[config.mk]
export PLATFORM = sky130hd
export DESIGN_NAME = huffman_code_builder
export DESIGN_NICKNAME = d
export VERILOG_FILES = /design/src/rtl/core/hcb_pkg.sv /design/src/rtl/core/hcb_ram.sv /design/src/rtl/core/hcb_ctrl.sv /design/src/rtl/core/hcb_datapath.sv /design/src/rtl/core/huffman_code_builder.sv
export VERILOG_INCLUDE_DIRS = /design/src /design/src/rtl/core
export SDC_FILE = /design/constraint.sdc
export NUM_CORES = 2
export LEC_CHECK = 0
export BUFFER_PORTS_ARGS = -buffer_cell sky130_fd_sc_hd__buf_4
export CAP_MARGIN = 20
export CORE_ASPECT_RATIO = 1.4
export CORE_MARGIN = 2
export CORE_UTILIZATION = 55
export CTS_CLUSTER_DIAMETER = 60
export DETAILED_ROUTE_END_ITERATION = 16
export PLACE_DENSITY_LB_ADDON = 0.2
export SYNTH_ARGS = -nofsm -noshare
export SYNTH_HDL_FRONTEND = slang
export SYNTH_SLANG_ARGS = --single-unit
[constraint.sdc]
create_clock -name clk -period 6.9 [get_ports clk]
set_input_delay 0.345 -clock clk [delete_from_list [all_inputs] [get_ports clk]]
set_output_delay 0.345 -clock clk [all_outputs]
set_load 0.02 [all_outputs]
[src/rtl/core/assert_macros.svh]
// Assertion macros shared by the RTL
`ifndef ASSERT_MACROS_SVH
`define ASSERT_MACROS_SVH

// implication checked in the same cycle
`define ASSERT_IMPLY(label, clk, rst, ante, cons) \
  label: assert property (@(posedge clk) disable iff (rst) (ante) |-> (cons)) \
    else $error("assertion failed");

// implication checked in the next cycle
`define ASSERT_NEXT(label, clk, rst, ante, cons) \
  label: assert property (@(posedge clk) disable iff (rst) (ante) |=> (cons)) \
    else $error("assertion failed");

`endif

[src/rtl/core/hcb_pkg.sv]
// Command and status types between the Huffman builder controller and datapath
package hcb_pkg;

  typedef struct packed {
    logic load;
    logic scan_start;
    logic scan_step;
    logic merge_lo;
    logic merge_hi;
    logic merge_new;
    logic walk_start;
    logic walk_req;
    logic walk_dat;
  } cmd_t;

  typedef struct packed {
    logic set_small;
    logic scan_done;
    logic last_merge;
    logic leaf_done;
    logic last_leaf;
  } status_t;

endpackage

[src/rtl/core/hcb_ram.sv]
// Generic single write port RAM with registered read
module hcb_ram #(
  parameter int WIDTH = 8,
  parameter int DEPTH = 16
) (
  input  logic                     clk,
  input  logic                     we,
  input  logic [$clog2(DEPTH)-1:0] waddr,
  input  logic [WIDTH-1:0]         wdata,
  input  logic [$clog2(DEPTH)-1:0] raddr,
  output logic [WIDTH-1:0]         rdata
);

  logic [WIDTH-1:0] mem [DEPTH];

  always_ff @(posedge clk) begin
    if (we) begin
      mem[waddr] <= wdata;
    end
    rdata <= mem[raddr];
  end

endmodule

[src/rtl/core/hcb_ctrl.sv]
// Controller state machine for the Huffman code builder
module hcb_ctrl (
  input  logic             clk,
  input  logic             rst,
  input  logic             start,
  input  logic             last,
  input  hcb_pkg::status_t st,
  output hcb_pkg::cmd_t    cmd,
  output logic             busy
);

  typedef enum logic [2:0] {
    S_IDLE, S_SCAN, S_MLO, S_MHI, S_MNEW, S_WREQ, S_WDAT
  } state_t;

  state_t state, state_next;

  always_comb begin
    cmd = '0;
    state_next = state;
    case (state)
      S_IDLE: begin
        cmd.load = start;
        if (start && last && !st.set_small) begin
          cmd.scan_start = 1'b1;
          state_next = S_SCAN;
        end
      end
      S_SCAN: begin
        cmd.scan_step = 1'b1;
        if (st.scan_done) begin
          state_next = S_MLO;
        end
      end
      S_MLO: begin
        cmd.merge_lo = 1'b1;
        state_next = S_MHI;
      end
      S_MHI: begin
        cmd.merge_hi = 1'b1;
        state_next = S_MNEW;
      end
      S_MNEW: begin
        cmd.merge_new = 1'b1;
        if (st.last_merge) begin
          cmd.walk_start = 1'b1;
          state_next = S_WREQ;
        end else begin
          cmd.scan_start = 1'b1;
          state_next = S_SCAN;
        end
      end
      S_WREQ: begin
        cmd.walk_req = 1'b1;
        state_next = S_WDAT;
      end
      S_WDAT: begin
        cmd.walk_dat = 1'b1;
        state_next = (st.leaf_done && st.last_leaf) ? S_IDLE : S_WREQ;
      end
      default: state_next = S_IDLE;
    endcase
  end

  always_ff @(posedge clk) begin
    if (rst) begin
      state <= S_IDLE;
    end else begin
      state <= state_next;
    end
  end

  assign busy = (state != S_IDLE);

endmodule

[src/rtl/core/hcb_datapath.sv]
// Node store, minimum search, merge writes and code walk for the Huffman builder
module hcb_datapath #(
  parameter int MAX_SYMBOLS = 32,
  parameter int WEIGHT_BITS = 16
) (
  input  logic                   clk,
  input  logic                   rst,
  input  hcb_pkg::cmd_t          cmd,
  output hcb_pkg::status_t       st,
  input  logic [WEIGHT_BITS-1:0] weight,
  input  logic                   last,
  output logic                   done,
  output logic [4:0]             symbol_index,
  output logic [30:0]            code_bits,
  output logic [4:0]             code_length,
  output logic                   last_res
);

  localparam int NN = 2 * MAX_SYMBOLS - 1;
  localparam int PW = $clog2(NN);
  localparam int CW = $clog2(MAX_SYMBOLS + 1);
  localparam int SW = WEIGHT_BITS + $clog2(MAX_SYMBOLS);
  localparam int DW = SW + PW + 1;

  logic [CW-1:0] count, n;
  logic [PW-1:0] used, addr, ridx, ca, cb, leaf, p, len;
  logic [SW-1:0] wa, wb;
  logic [1:0]    nfound;
  logic          rv;
  logic [30:0]   code;

  logic          we;
  logic [PW-1:0] waddr, raddr, root, lo, hi;
  logic [DW-1:0] wdata, rdata;
  logic [SW-1:0] rw, top, wlo, whi;
  logic [PW-1:0] rpar;
  logic          rleft, store;
  logic [CW-1:0] count_after;
  logic [30:0]   code_next;

  assign rw    = rdata[DW-1 -: SW];
  assign rpar  = rdata[PW:1];
  assign rleft = rdata[0];
  assign root  = PW'({n, 1'b0} - 2);
  assign store = (count < CW'(MAX_SYMBOLS));
  assign count_after = store ? count + CW'(1) : count;
  assign top = (wa > wb) ? wa : wb;
  assign lo  = (ca < cb) ? ca : cb;
  assign hi  = (ca < cb) ? cb : ca;
  assign wlo = (ca < cb) ? wa : wb;
  assign whi = (ca < cb) ? wb : wa;
  assign code_next = code | ((!rleft && int'(len) < 31) ? (31'(1) << len) : 31'(0));

  assign st.set_small  = (count_after <= CW'(1));
  assign st.scan_done  = (addr == used) && !rv;
  assign st.last_merge = (used == root);
  assign st.leaf_done  = (rpar == root);
  assign st.last_leaf  = (leaf == PW'(n - CW'(1)));

  always_comb begin
    we = 1'b0;
    waddr = used;
    wdata = '0;
    if (cmd.load) begin
      we = store;
      waddr = PW'(count);
      wdata = {SW'(weight), PW'(0), 1'b0};
    end else if (cmd.merge_lo) begin
      we = 1'b1;
      waddr = lo;
      wdata = {wlo, used, 1'b1};
    end else if (cmd.merge_hi) begin
      we = 1'b1;
      waddr = hi;
      wdata = {whi, used, 1'b0};
    end else if (cmd.merge_new) begin
      we = 1'b1;
      wdata = {wa + wb, PW'(0), 1'b0};
    end
  end

  assign raddr = cmd.walk_req ? p : addr;

  hcb_ram #(.WIDTH(DW), .DEPTH(NN)) u_nodes (
    .clk  (clk),
    .we   (we),
    .waddr(waddr),
    .wdata(wdata),
    .raddr(raddr),
    .rdata(rdata)
  );

  always_ff @(posedge clk) begin
    if (rst) begin
      count <= '0;
      done  <= 1'b0;
      rv    <= 1'b0;
    end else begin
      done <= (cmd.load && last && (count_after <= CW'(1))) ||
              (cmd.walk_dat && st.leaf_done);
      if (cmd.load) begin
        count <= last ? '0 : count_after;
        if (last) begin
          n     <= count_after;
          used  <= PW'(count_after);
          if (count_after <= CW'(1)) begin
            symbol_index <= '0;
            code_bits    <= 31'(1);
            code_length  <= 5'd1;
            last_res     <= 1'b1;
          end
        end
      end
      if (cmd.scan_start) begin
        addr   <= '0;
        nfound <= '0;
        rv     <= 1'b0;
      end
      if (cmd.scan_step) begin
        rv <= (addr < used);
        if (addr < used) begin
          ridx <= addr;
          addr <= addr + PW'(1);
        end
        if (rv && rpar == '0) begin
          if (nfound == 2'd0) begin
            ca <= ridx;
            wa <= rw;
            nfound <= 2'd1;
          end else if (nfound == 2'd1) begin
            cb <= ridx;
            wb <= rw;
            nfound <= 2'd2;
          end else if (rw < top) begin
            if ((wa != wb) ? (wa > wb) : (ca > cb)) begin
              ca <= ridx;
              wa <= rw;
            end else begin
              cb <= ridx;
              wb <= rw;
            end
          end
        end
      end
      if (cmd.merge_new) begin
        used <= used + PW'(1);
      end
      if (cmd.walk_start) begin
        leaf <= '0;
        p    <= '0;
        len  <= '0;
        code <= '0;
      end
      if (cmd.walk_dat) begin
        if (st.leaf_done) begin
          symbol_index <= 5'(leaf);
          code_bits    <= code_next;
          code_length  <= 5'(len + PW'(1));
          last_res     <= st.last_leaf;
          leaf <= leaf + PW'(1);
          p    <= leaf + PW'(1);
          len  <= '0;
          code <= '0;
        end else begin
          p    <= rpar;
          len  <= len + PW'(1);
          code <= code_next;
        end
      end
    end
  end

endmodule

[src/rtl/core/huffman_code_builder.sv]
// Huffman code builder top level: controller plus node datapath
//
//  channel   handshake          fields
//  input     start / busy       weight, last
//  result    done (strobe)      symbol_index, code_bits, code_length, last_res
//
// An item without last is taken while idle. A closing item of n symbols runs n-1
// merges, each a scan of the used nodes through the one node RAM read port plus
// writes in states S_MLO, S_MHI and S_MNEW, then a walk of a request and a data
// state per tree level for each symbol. A set of one symbol answers in the next
// cycle. Reset is synchronous; results are never stalled.
`include "assert_macros.svh"

module huffman_code_builder #(
  parameter int MAX_SYMBOLS = 32,
  parameter int WEIGHT_BITS = 16
) (
  input  logic                   clk,
  input  logic                   rst,
  input  logic                   start,
  output logic                   busy,
  input  logic [WEIGHT_BITS-1:0] weight,
  input  logic                   last,
  output logic                   done,
  output logic [4:0]             symbol_index,
  output logic [30:0]            code_bits,
  output logic [4:0]             code_length,
  output logic                   last_res
);

  hcb_pkg::cmd_t    cmd;
  hcb_pkg::status_t st;

  hcb_ctrl u_ctrl (
    .clk  (clk),
    .rst  (rst),
    .start(start),
    .last (last),
    .st   (st),
    .cmd  (cmd),
    .busy (busy)
  );

  hcb_datapath #(.MAX_SYMBOLS(MAX_SYMBOLS), .WEIGHT_BITS(WEIGHT_BITS)) u_dp (
    .clk         (clk),
    .rst         (rst),
    .cmd         (cmd),
    .st          (st),
    .weight      (weight),
    .last        (last),
    .done        (done),
    .symbol_index(symbol_index),
    .code_bits   (code_bits),
    .code_length (code_length),
    .last_res    (last_res)
  );

  `ASSERT_IMPLY(a_final_idle, clk, rst, done && last_res, !busy)
  `ASSERT_IMPLY(a_mid_busy, clk, rst, done && !last_res, busy)
  `ASSERT_NEXT(a_no_res_plain, clk, rst, start && !busy && !last, !done)

endmodule

Word-level counts from Yosys, hierarchy flattened --
Memory sizes are Yosys's and may differ from the RTL's. A register that Yosys moved wholly into a read port is not among the register bits. Index checks and enable logic that the tools add are counted.
Word-level totals: memories kept 1, bits in writable memories 1764, register bits after elaboration 182, word-level logic and storage cells 186, output and inout port bits 44
Operators by class: add/subtract/negate cells 8, mux-type cells 97, reduce and logical (&&, ||, !) cells 31, eq/ne operators 16, shifts and indexed selects 1, bitwise logic cells 3, order comparisons 8
Memories:
- u_dp.u_nodes.mem | words 63, width 28, read ports 1, clocked after memory_dff 1, write ports 1, RTL line hcb_ram.sv:14 | logic [WIDTH-1:0] mem [DEPTH];
Operators by type and width (count):
- $mux 31 | 9
- $mux 21 | 10
- $mux 6 | 29
- $mux 28 | 4
- $mux 5 | 10
- $or 31x31->31 | 1
- $shl 1x6->31 const A | 1
- $add 6x1->6 const B | 5
- $eq 6x6->1 | 4
- $mux 1 | 23
- $add 21x21->21 | 1
- $gt 21x21->1 | 1
- $lt 21x21->1 | 1
- $ne 21x21->1 | 1
- $pmux 3 s7 | 1
- $reduce_bool 2->1 | 7
- $lt 6x6->1 | 2
- $mux 2 | 6
- $mux 3 | 4
- $reduce_and 6->1 | 2
- $eq 3x3->1 const B | 3
- $logic_and 1x1->1 | 9
- $reduce_and 3->1 | 3
- $eq 3x2->1 const B | 2
- other kinds (19) | 25

Depth between registers and ports, before layout --
word-level depth 12, mapped depth 19, gate-level depth less buffers 18

Cells and area by module --
From an unflattened synthesis, not the netlist that was laid out.
Second synthesis, totals: cell total of the unflattened synthesis 4224, area, all modules 79666.4 um^2
Modules (own cells, without submodules):
- hcb_ram | cells each 3052, area an instance 68169.1 um^2, seq. area each 53531.3 um^2, instances 1
- hcb_datapath | cells each 1139, area an instance 11217.0 um^2, seq. area each 5295.1 um^2, instances 1
- hcb_ctrl | cells each 33, area an instance 280.3 um^2, seq. area each 60.1 um^2, instances 1

Worst setup path before layout --
Ideal clock, no wire load.
path kind register to register, from register u_dp.wb[14], to register u_dp.ca[0] (enable), cell stages (with the launch flop) 18, library setup time 451 ps, clock period less this slack 6023 ps, arrival time 5572 ps, slack 877 ps, cell sequence edfxtp_1 inv_1 ha_1 clkbuf_1 a21o_1 a221o_1 a221oi_1 a31o_2 buf_2 buf_2 mux2i_1 ha_1 a211oi_1 o21ai_0 o211ai_1 a21oi_1 o21a_1 nor3b_1
On the way: longest elaborated chain between the ends 5, elaborated cells between the ends (all ways) 8, classes of those cells order compare (2); eq/ne (1); mux (2); reduce/logical (3)
Ends and longest elaborated chain:
- from (decl) | RTL line hcb_datapath.sv:27 | logic [SW-1:0] wa, wb;
- from (signal assigned) | RTL line hcb_datapath.sv:132 | wb <= rw;
- from (signal assigned) | RTL line hcb_datapath.sv:140 | wb <= rw;
- $gt 21x21->1 | RTL line hcb_datapath.sv:47, hcb_datapath.sv:135
- $mux 21 | RTL line hcb_datapath.sv:47 | assign top = (wa > wb) ? wa : wb;
- $lt 21x21->1 | RTL line hcb_datapath.sv:134 | end else if (rw < top) begin
- $reduce_bool 2->1 (no line)
- $reduce_and 6->1 (no line) *
- to (signal assigned) | RTL line hcb_datapath.sv:127 | ca <= ridx;
- to (signal assigned) | RTL line hcb_datapath.sv:136 | ca <= ridx;
- to (decl) | RTL line hcb_datapath.sv:26 | logic [PW-1:0] used, addr, ridx, ca, cb, leaf, p, len;
Every way passes the cells marked *; elsewhere a longest branch is shown, timed or not. A chain may end at the register's enable or synchronous reset.

Final worst setup path --
from register u_dp.cb[4], to memory u_dp.u_nodes.mem[47][22] in the netlist's numbering (enable)
On the way: longest elaborated chain between the ends 5, elaborated cells between the ends (all ways) 6, classes of those cells order compare (1); mux (5)
Ends and longest elaborated chain:
- from (decl) | RTL line hcb_datapath.sv:26
- from (signal assigned) | RTL line hcb_datapath.sv:131 | cb <= ridx;
- from (signal assigned) | RTL line hcb_datapath.sv:139 | cb <= ridx;
- $lt 6x6->1 | RTL line hcb_datapath.sv:48, hcb_datapath.sv:49
- $mux 6 | RTL line hcb_datapath.sv:49 | assign hi = (ca < cb) ? cb : ca;
- $mux 6 | RTL line hcb_datapath.sv:72 | end else if (cmd.merge_hi) begin
- $mux 6 * | RTL line hcb_datapath.sv:68 | end else if (cmd.merge_lo) begin
- $mux 6 * | RTL line hcb_datapath.sv:64 | if (cmd.load) begin
- to (decl) | RTL line hcb_ram.sv:14
Marked as above.

==> results.md <==
- Status: finished, final reports clean
- Total power: 24.64 mW
- WP data arrival: 5.55 ns
- Worst setup path class: reg2reg
- Post-Synthesis Cell Area: 78,380 sq um
- Non-filler cells, final: 6,649
- Max clock buf depth: 3
- CP Launch Point: u_dp.cb[4]$_DFFE_PP_
- Grt ovf: 0
- Pwr dens: 279.6 nW/um^2
- Worst hold path type: in2reg
- Max_cap viols: 0
- GPL Wtd Cong: 0.8997
- Yosys reg bits: 1,974
- Die width: 323.0 um
- Largest net degree at the start of global routing: 73
- Setup slack, reg-to-reg: 1.78 ns
- DR DRC count: 0
- Crit path to: u_dp.u_nodes.mem[47][22]$_DFFE_PP_
- Fraction of the yosys area taken by sequential cells: 0.7513
- Worst setup SP type: flop
- WL final: 207.6 mm
- Placed insts: 6,314
- Clock skew: 0.02699 ns
- Dominant cell type by area after synthesis: edfxtp_1
- CORE AREA: 141,100 sq um
- Worst R2R Path Depth: 10
- Post-Syn Area per Cell: 17.73 sq um
- Ys Warns: 0
- Die Area: 145,600 sq um
- Detailed Routing Iterations Pass 1: 5
- Final Cycle Share: 0.7417
- Final Critical Period: 5.117 ns
- Detail Route Antenna Nets: 0
- RSZ-0062 raised after global routing: no
- Ys async rst share: 0
- Syn nets: 4,525
- DP Wirelength: 126.1 mm
- Achievable Freq: 0.1954 GHz
- Final #Nets: 4,712
- P&R area growth vs syn: 12.45%
- H-tree Lvls: 4
- Filler cell count: 9,929
- R2R Path End: u_dp.u_nodes.mem[47][22]$_DFFE_PP_
- Initial antenna violation count: 7
- Boundary Pins: 64
- Root buf cell: clkbuf_16
- Num rows: 163
- Synth Flop Type: edfxtp_1
- Area fraction of the dominant cell type after synthesis: 0.7414
- Vias: 42,930
- Global-route wire length before repair: 296.3 mm
- Clock latency on the worst-skew pair: 0.83 ns
- Clk sinks: 1,974
- Setup TNS: 0 ns
- Inserted Clock Buffers: 179
- Post-DP Area: 82,410 sq um
- Slew of the pin with the lowest slew margin: 1.140 ns
- Unique cell type count in the Yosys netlist: 72
- Final Max Slew Viols: 0
- Design Area, Final: 88,130 sq um
- Final Hold Fails: 0
- Overall Global Routing Usage: 0.2875
- Vias/cell: 6.456
- Cells after Synth: 4,420
- Worst R2R Start: u_dp.cb[4]$_DFFE_PP_
- Largest fanout on the critical path: 28
- Setup crit end kind: flop
- Synth area leaders: edfxtp_1 (74%), mux4_2 (8.9%), nand2_1 (2.1%)
- Max-slew headroom: 0.2333
- Worst hold slack: 0.1222 ns
- Initial Util: 0.5553
- Layout cell share with drive strength beyond 1: 0.1929
- Worst vdd ir: 0.1814 mV
- Routed len/inst: 31.23 um
- Port bufs: 63
- Initial drt markers: 4,719
- P_leak: 28.49 nW
- Die height: 450.7 um
- CTS tree: yes
- Required @ worst endpoint: 7.33 ns
- Post-synth EDFFs: 1,935
- Clk slew on worst S/H paths: 0.06 ns
- Vias in the first global route: 42,420
- Finish-stage setup viols: 0
- PostCTS Resize Cnt: 0
==> per-layer routing <==
metal	up-vias	track usage	part of all wire
met5	-	0	0
met4	0	0.1907	0.076
met3	504	0.03735	0.067
met2	2056	0.4767	0.50
met1	22250	0.3558	0.36
li1	18120	-	-
==> flip-flops by register name (all words and copies together) (netlist names), 21 cells and up <==
signal and flops:
u_dp.wb 21, u_dp.code 31, u_dp.code_bits 31, u_dp.u_nodes.rdata 28, u_dp.u_nodes.mem 1764, u_dp.wa 21
==> area by class of cell <==
cell class,instances,area [sq um],share of cell area
flip-flops and latches,1974,58890,0.6682
multi-input cells,2147,19090,0.2166
clock buffers,228,4820,0.05469
well taps,1897,2374,0.02693
repair buffers,234,1894,0.02149
clock inverters,94,787.0,0.008930
inverters,71,266.5,0.003024
diodes,4,10.01,0.0001136
==> cell usage in the layout, fill, tap and decap left out, drive strengths merged, types with 13 or more instances in the layout <==
cell type  count
a211oi        13
a21oi        118
a22oi        140
a31oi         18
a32oi         35
buf          228
clkbuf       229
clkinv        71
dfxtp         39
edfxtp      1935
ha            84
inv           78
mux2i        124
mux4         309
nand2        439
nand2b        18
nand3        138
nand4        115
nor2         212
nor2b         16
nor3          28
o2111ai       27
o211ai        31
o21ai         76
o221ai        32
xnor2         37
xor2          17
==> per-stage QoR <==
stage / utilization / worst slack (ns)
global placement: 0.5836 / 1.875
global route: 0.6244 / 1.421
floorplan: - / 0.8769
CTS: 0.6240 / 1.831
finish: 0.6245 / 1.783
detailed placement: 0.5839 / 1.838
==> worst min-delay path by stage <==
stage,startpoint,endpoint,slack (ns),depth (start not counted)
4_1_cts,weight[7],u_dp.u_nodes.mem[35][14]$_DFFE_PP_,0.26,4
5_1_grt,weight[12],u_dp.u_nodes.mem[33][19]$_DFFE_PP_,0.13,3
3_5_place_dp,u_dp.ridx[5]$_DFFE_PP_,u_dp.cb[5]$_DFFE_PP_,0.46,0
3_3_place_gp,u_dp.ridx[1]$_DFFE_PP_,u_dp.cb[1]$_DFFE_PP_,0.46,0
2_1_floorplan,u_dp.ridx[0]$_DFFE_PP_,u_dp.ca[0]$_DFFE_PP_,0.42,0
6_report,weight[12],u_dp.u_nodes.mem[33][19]$_DFFE_PP_,0.12,3
==> repair_timing <==
action | CTS | global route
buffers inserted | 0 | 0
hold buffers | 5 | 0
setup endpoints to repair | 0 | 0
hold endpoints to repair | 14 | 0
==> cell families after synthesis <==
| kind of cell | Yosys count | share of synthesized area |
|---|---|---|
| flip-flops | 1974 | 0.7513 |
| AO/OA/AOI/OAI | 550 | 0.04836 |
| XOR/XNOR | 54 | 0.006034 |
| AND/OR/NAND/NOR | 1020 | 0.05881 |
| multiplexers | 438 | 0.1056 |
| adder cells (fa/ha/maj) | 85 | 0.01367 |
| buffers and inverters | 299 | 0.01624 |
==> critical path, cell delays in order, from the launching register on <==
cell and delay (ns):
edfxtp_1 0.38, inv_1 0.09, ha_1 0.25, a21oi_1 0.16, o221ai_1 0.20, or2_2 0.49
a211oi_1 0.21, nor2_1 0.07, a21boi_0 0.82, nand2_1 0.92, nor2_4 1.10
==> synth_stat cells (31+ instances only) <==
cell         n
mux2i_1    123
edfxtp_1  1935
a32oi_1     35
o211ai_1    31
dfxtp_1     39
nand2_1    438
clkbuf_1   111
ha_1        84
a21oi_1    118
nand3_1    138
buf_2       77
o221ai_1    32
a22oi_1    140
xnor2_1     37
mux4_2     309
o21ai_0     76
nand4_1    115
nor2_1     211
inv_1       70
==> report_power, final <==
group	total (mW)	switching (mW)	internal, mW
sequential	13.4	0.116	13.2
combinational	1.64	1.08	0.555
clock	9.64	4.29	5.34
total	24.6	5.49	19.1
No activity file was read; power rests on OpenSTA's default activity.
